## config.mk

```make
export PLATFORM = sky130hd
export DESIGN_NAME = rvv_cell
export DESIGN_NICKNAME = d
export VERILOG_FILES = /design/src/rtl/rvv_pkg.sv /design/src/rtl/rvv_cell.sv
export SDC_FILE = /design/constraint.sdc
export NUM_CORES = 1
export LEC_CHECK = 0
export BUFFER_PORTS_ARGS = -buffer_cell sky130_fd_sc_hd__buf_2
export CAP_MARGIN = 20
export CORE_ASPECT_RATIO = 0.9
export CORE_UTILIZATION = 25
export CTS_BUF_LIST = sky130_fd_sc_hd__clkbuf_4 sky130_fd_sc_hd__clkbuf_8
export DETAILED_ROUTE_END_ITERATION = 7
export GPL_ROUTABILITY_DRIVEN = 0
export HOLD_SLACK_MARGIN = 0.06
export PLACE_DENSITY = 0.41
export SLEW_MARGIN = 10
export SYNTH_ARGS = -nofsm -noshare
export SYNTH_HDL_FRONTEND = slang
export SYNTH_SLANG_ARGS = --single-unit
```

## constraint.sdc

```tcl
create_clock -name clk_i -period 1.1 [get_ports clk_i]
set_input_delay 0.055 -clock clk_i [delete_from_list [all_inputs] [get_ports clk_i]]
set_output_delay 0.055 -clock clk_i [all_outputs]
set_load 0.02 [all_outputs]
```

## src/rtl/rvv_pkg.sv

```systemverilog
// Package with constants and helper functions for the radial velocity block.
package rvv_pkg;

  // Pi in Q.30, used to turn the residual angle into radians in Q.61.
  localparam logic [31:0] PiQ30 = 32'd3373259426;
  // CORDIC start value, the inverse gain in Q.30.
  localparam logic signed [33:0] GainQ30 = 34'sd652032874;
  // Pi in Q.61.
  localparam logic signed [63:0] PiQ61 = 64'sh6487ED5110B4611A;

  // Arctangent of 2^-i in Q.61, by its power series.
  function automatic logic signed [63:0] step_angle(input int i);
    logic signed [63:0] sum;
    logic [63:0] t;
    int e;
    sum = '0;
    if (i == 0) begin
      sum = PiQ61 >>> 2;
    end else begin
      for (int k = 0; k < 32; k++) begin
        e = i * (2 * k + 1);
        if (e <= 61) begin
          t = (64'd1 << (61 - e)) / 64'(2 * k + 1);
          if (k % 2 == 1) begin
            sum = sum - $signed(t);
          end else begin
            sum = sum + $signed(t);
          end
        end
      end
    end
    return sum;
  endfunction

  // Data handed from one rotation cell to the next.
  typedef struct packed {
    logic               vld;
    logic signed [33:0] x;
    logic signed [33:0] y;
    logic signed [63:0] z;
    logic        [1:0]  quad;
  } rvv_rot_t;

endpackage

```

## src/rtl/rvv_cell.sv

```systemverilog
// One CORDIC rotation cell: a single micro-rotation and a register stage.
module rvv_cell #(
  parameter int Stage = 0,
  parameter int PayW  = 8
) (
  input  logic                 clk_i,
  input  logic                 rst_ni,
  input  logic                 en_i,
  input  rvv_pkg::rvv_rot_t    rot_i,
  input  logic [PayW-1:0]      pay_i,
  output rvv_pkg::rvv_rot_t    rot_o,
  output logic [PayW-1:0]      pay_o
);
  import rvv_pkg::*;

  localparam logic signed [63:0] StepA = step_angle(Stage);

  rvv_rot_t        rot_d, rot_q;
  logic            vld_q;
  logic [PayW-1:0] pay_q;

  // Rotate toward zero residual angle.
  always_comb begin
    rot_d = rot_i;
    if (!rot_i.z[63]) begin
      rot_d.x = rot_i.x - (rot_i.y >>> Stage);
      rot_d.y = rot_i.y + (rot_i.x >>> Stage);
      rot_d.z = rot_i.z - StepA;
    end else begin
      rot_d.x = rot_i.x + (rot_i.y >>> Stage);
      rot_d.y = rot_i.y - (rot_i.x >>> Stage);
      rot_d.z = rot_i.z + StepA;
    end
  end

  // Valid flag is control state and is reset.
  always_ff @(posedge clk_i or negedge rst_ni) begin
    if (!rst_ni) begin
      vld_q <= 1'b0;
    end else if (en_i) begin
      vld_q <= rot_i.vld;
    end
  end

  // The rest is payload.
  always_ff @(posedge clk_i) begin
    if (en_i) begin
      rot_q <= rot_d;
      pay_q <= pay_i;
    end
  end

  // The valid flag is the top bit of the packed struct.
  assign rot_o = {vld_q, rot_q[$bits(rvv_rot_t)-2:0]};
  assign pay_o = pay_q;

endmodule

```

# Word-level counts from Yosys, hierarchy flattened
# Index checks and enable logic that the tools add are counted.
totals:
  output_inout_bits: 143
  word_cells: 12
  register_bits: 143
op_classes:
  addsub: 5
  n_mux: 1
op_table:
  columns: ["operator", "count"]
  rows:
  - ["$mux 132", 1]
  - ["$sub 34x34->34", 2]
  - ["$add 64x62->64 const B", 1]
  - ["$sub 64x62->64 const B", 1]
  - ["$add 34x34->34", 1]

# Longest topological paths before layout
logic_depth:
  depth_word: 2
  mapped_depth: 17
  ltp_nobuf: 14

# Least setup slack after synthesis
# No wires, ideal clock.
synth_timing:
  path_kind: "in2reg"
  from: "input rot_i[65] in the netlist's numbering"
  to: "register rot_q, in the netlist rot_o[59] (data pin)"
  arrival_ns: 4.179
  path_slack_ns: -3.341
  setup_ns: 0.262
  path_buffers: 3
  stages: 16
  cell_sequence: "clkbuf_1 > inv_1 > clkbuf_1 > clkbuf_1 > ha_1 > a211oi_1 > nor2_1 > o41ai_1 > a311oi_1 > nor4b_2 > o21ai_1 > a21oi_2 > o21ai_1 > a211oi_2 > o21ai_1 > xor2_1"
synth_rtl:
  columns: ["element", "line", "rtl"]
  rows:
  - ["start: declaration", "rvv_cell.sv:9", "input rvv_pkg::rvv_rot_t rot_i,"]
  - ["end signal: assignment", "rvv_cell.sv:48", "rot_q <= rot_d;"]
  - ["end: declaration", "rvv_cell.sv:18", "rvv_rot_t rot_d, rot_q;"]

==> impl_metrics.ini <==
[status]
status = complete, but fails checks
failed_checks = setup timing

[clocking]
clockBufferDepth = 2
clk_latency_ps = 570
clk_pin_slew_worst_paths_ps = 100
cts.sinks = 142
tritoncts = built
h-tree-depth = 4
hold_buffers = 44
cts-root-buf = clkbuf_8
numCtsBuffers = 17

[setup_path]
path_buf_inv = 2
start_kind = input pin
cp_max_fo = 3
arrival_ps = 2770
crit_type = in2reg
rr_worst_depth = 1
reg2reg_to = vld_q
crit_path_end_kind = flop
crit_family = compound AO/OA/AOI/OAI gates
path_cells = buf_8, buf_6, ha_4, fa_2, and2b_4, o21bai_4, a21oi_4, a21oi_2, or4_4, a311oi_4, o211ai_1, nand2b_1, nand3_1, a32oi_1, xor2_1
cpPeakStageDelay_ps = 470
r2r-start = vld_q
r2r_slack_ps = 320
cp_slowest_cell = or4_4
crit_required_ps = 1430

[yosys]
netlist_instances = 1509
syn-num-nets = 1819
synth_area_um2 = 13400
post-synth-top-count-cell = a21oi_1
synth_edf_count = 141
synth_area_per_cell_um2 = 8.89
ys_ff_latch = 142
yosys-top-cells-area = edfxtp_1 32%, ha_1 15%, a21oi_1 6.8%, xnor2_1 5.9%, o21ai_0 3.6%
synth.lib_cells_used.distinct = 88
synthFlopType = edfxtp_1
yosysWarnings = 0
synth_top_cell_area_share = 0.316
async_flop_share = 0.00704
synth_area_leader_cell = edfxtp_1
yosys-top-cells-count = 182 x a21oi_1, 160 x ha_1, 141 x edfxtp_1, 120 x nor2_1, 115 x inv_1
yosysSeqAreaShare = 0.318

[global_routing]
track_usage = 0.200
grt_max_degree = 71
grt_pass1_vias = 15182
grt_pass1_wl_mm = 84.1
grt_overflow_total = 0
antenna_found_initial = 3

[drt]
drt_first_pass_iters = 5
via_per_inst = 4.71
num_vias = 14889
drtIter0Drc = 584
wirelength_mm = 55.4
wl_per_cell_um = 17.5
postRouteAntennaNets = 0
post-route-drc-count = 0

[pwr]
finalPower_mw = 27.0
vdd_drop_max_uv = 913
p_per_area_nw_per_um2 = 1050
power_leakage_nw = 11.3

[timing]
hold_violations = 0
rsz0062_at_grt = true
final.min_clock_period_ps = 2440
setup_tns_ps = -110250
period_share = 2.22
fmax_mhz = 409
drv_slew = 0
worst_pin_slew_ps = 806
finClkSkew_ps = 0
layout_setup_ws_ps = -1340
slew_headroom = 0.463
timing.hold.ws_ps = 5.61
setup-violations-final = 261

[min_path]
hold_path_class = in2reg
min_to = rot_o[67]
min_path_cells = 4
min-delay-start = rot_i[101]

[die]
io_pins = 289
rows = 80
dieArea_um2 = 54600
initial_core_util = 0.253
die_w_um = 246
die_h_um = 222
coreArea_um2 = 53000

[place]
io_buffers = 288
post-dp-hpwl_mm = 43.0

[flow_run]
maxCapViolCount = 0

[cells_and_area]
syn_to_final_growth_pct = 91.4
fillers = 4930
fin_nets = 2758
layout-drive-gt1-share = 0.579
worst min-delay path, cell delays in order:
cell	delay [ps]
buf_6	110
fa_2	210
nand2_1	50
o21ai_0	60
final cells by class:
type,instances,area [µm²],area share
Timing Repair inverter,1,8.76,0.000341
Antenna cell,3,7.51,0.000292
Tap cell,697,872,0.0340
Clock inverter,15,148,0.00575
Clock buffer,17,234,0.00912
Sequential cell,142,4260,0.166
Timing Repair Buffer,989,8170,0.318
Multi-Input combinational cell,1176,11400,0.446
Inverter,121,526,0.0205
registers in the layout, indices dropped and copies added (netlist names):
register,cells
pay_o,8
vld_q,1
rot_o,133
kinds of logic after synthesis:
kind of cell | share of synthesized area
fa+ha+maj | 0.155
mux | 0.0113
xor+xnor | 0.0803
buf+inv | 0.0571
simple gates | 0.135
flops | 0.318
compound gates | 0.243
cells in the final DEF (no fill, tap or decap), types with 10 or more instances in the layout:
cell type,n
o21ai_1,25
o21a_1,14
o21bai_1,27
inv_6,10
o31ai_4,10
nand2_1,63
buf_8,15
nor2_1,94
a21o_1,45
clkbuf_8,18
a21oi_1,109
nor3_2,11
nor2_2,14
buf_2,161
o21ai_2,32
nor2_4,13
ha_1,104
xnor2_2,28
dlygate4sd3_1,43
nand2b_1,13
nand3_1,17
o21ai_0,35
buf_6,191
nor3_1,18
a21oi_4,17
a21oi_2,60
a31oi_4,10
ha_4,48
xor2_1,25
xnor2_1,60
nand4_1,30
buf_12,13
inv_1,98
o21ai_4,18
edfxtp_1,141
buf_4,563
repair_timing:
action,4_1_cts,5_1_grt
setup buffers,56,55
gates resized for setup,371,476
endpoints found under the setup margin,260,266
pin swaps,200,151
cloned,2,0
hold endpoints to repair,205,4
worst max-delay path by stage:
| stage | from | end | depth (start not counted) |
|---|---|---|---|
| 2_1_floorplan | rot_i[65] | rot_o[58] | 17 |
| 3_3_place_gp | rot_i[65] | rot_o[59] | 17 |
| 3_5_place_dp | rot_i[65] | rot_o[65] | 15 |
| 4_1_cts | rot_i[65] | rot_o[59] | 15 |
| 5_1_grt | rot_i[65] | rot_o[59] | 16 |
| 6_report | rot_i[66] | rot_o[130] | 15 |
per-layer routing:
layer,vias to the layer above,share of wire,track usage
li1,7371,-,-
met1,7174,0.45,0.261
met2,288,0.50,0.334
met3,56,0.032,0.0274
met4,0,0.022,0.0699
met5,-,0,0
through the flow:
step | setup WS (ps) | instance area (µm²) | cells | util
floorplan | -1950 | 14200 | 1509 | -
global placement | -2250 | 20400 | 2995 | 0.385
CTS | -1270 | 23500 | 3119 | 0.443
detailed placement | -2220 | 20400 | 2995 | 0.385
finish | -1340 | 25700 | 3161 | 0.485
global route | -1460 | 25700 | 3161 | 0.485
power breakdown:
part / internal (mW) / switching, mW
clock network: 1.84 / 2.74
logic: 7.57 / 7.35
registers: 7.14 / 0.398
total: 16.6 / 10.5
No activity file was read; power rests on OpenSTA's default activity.
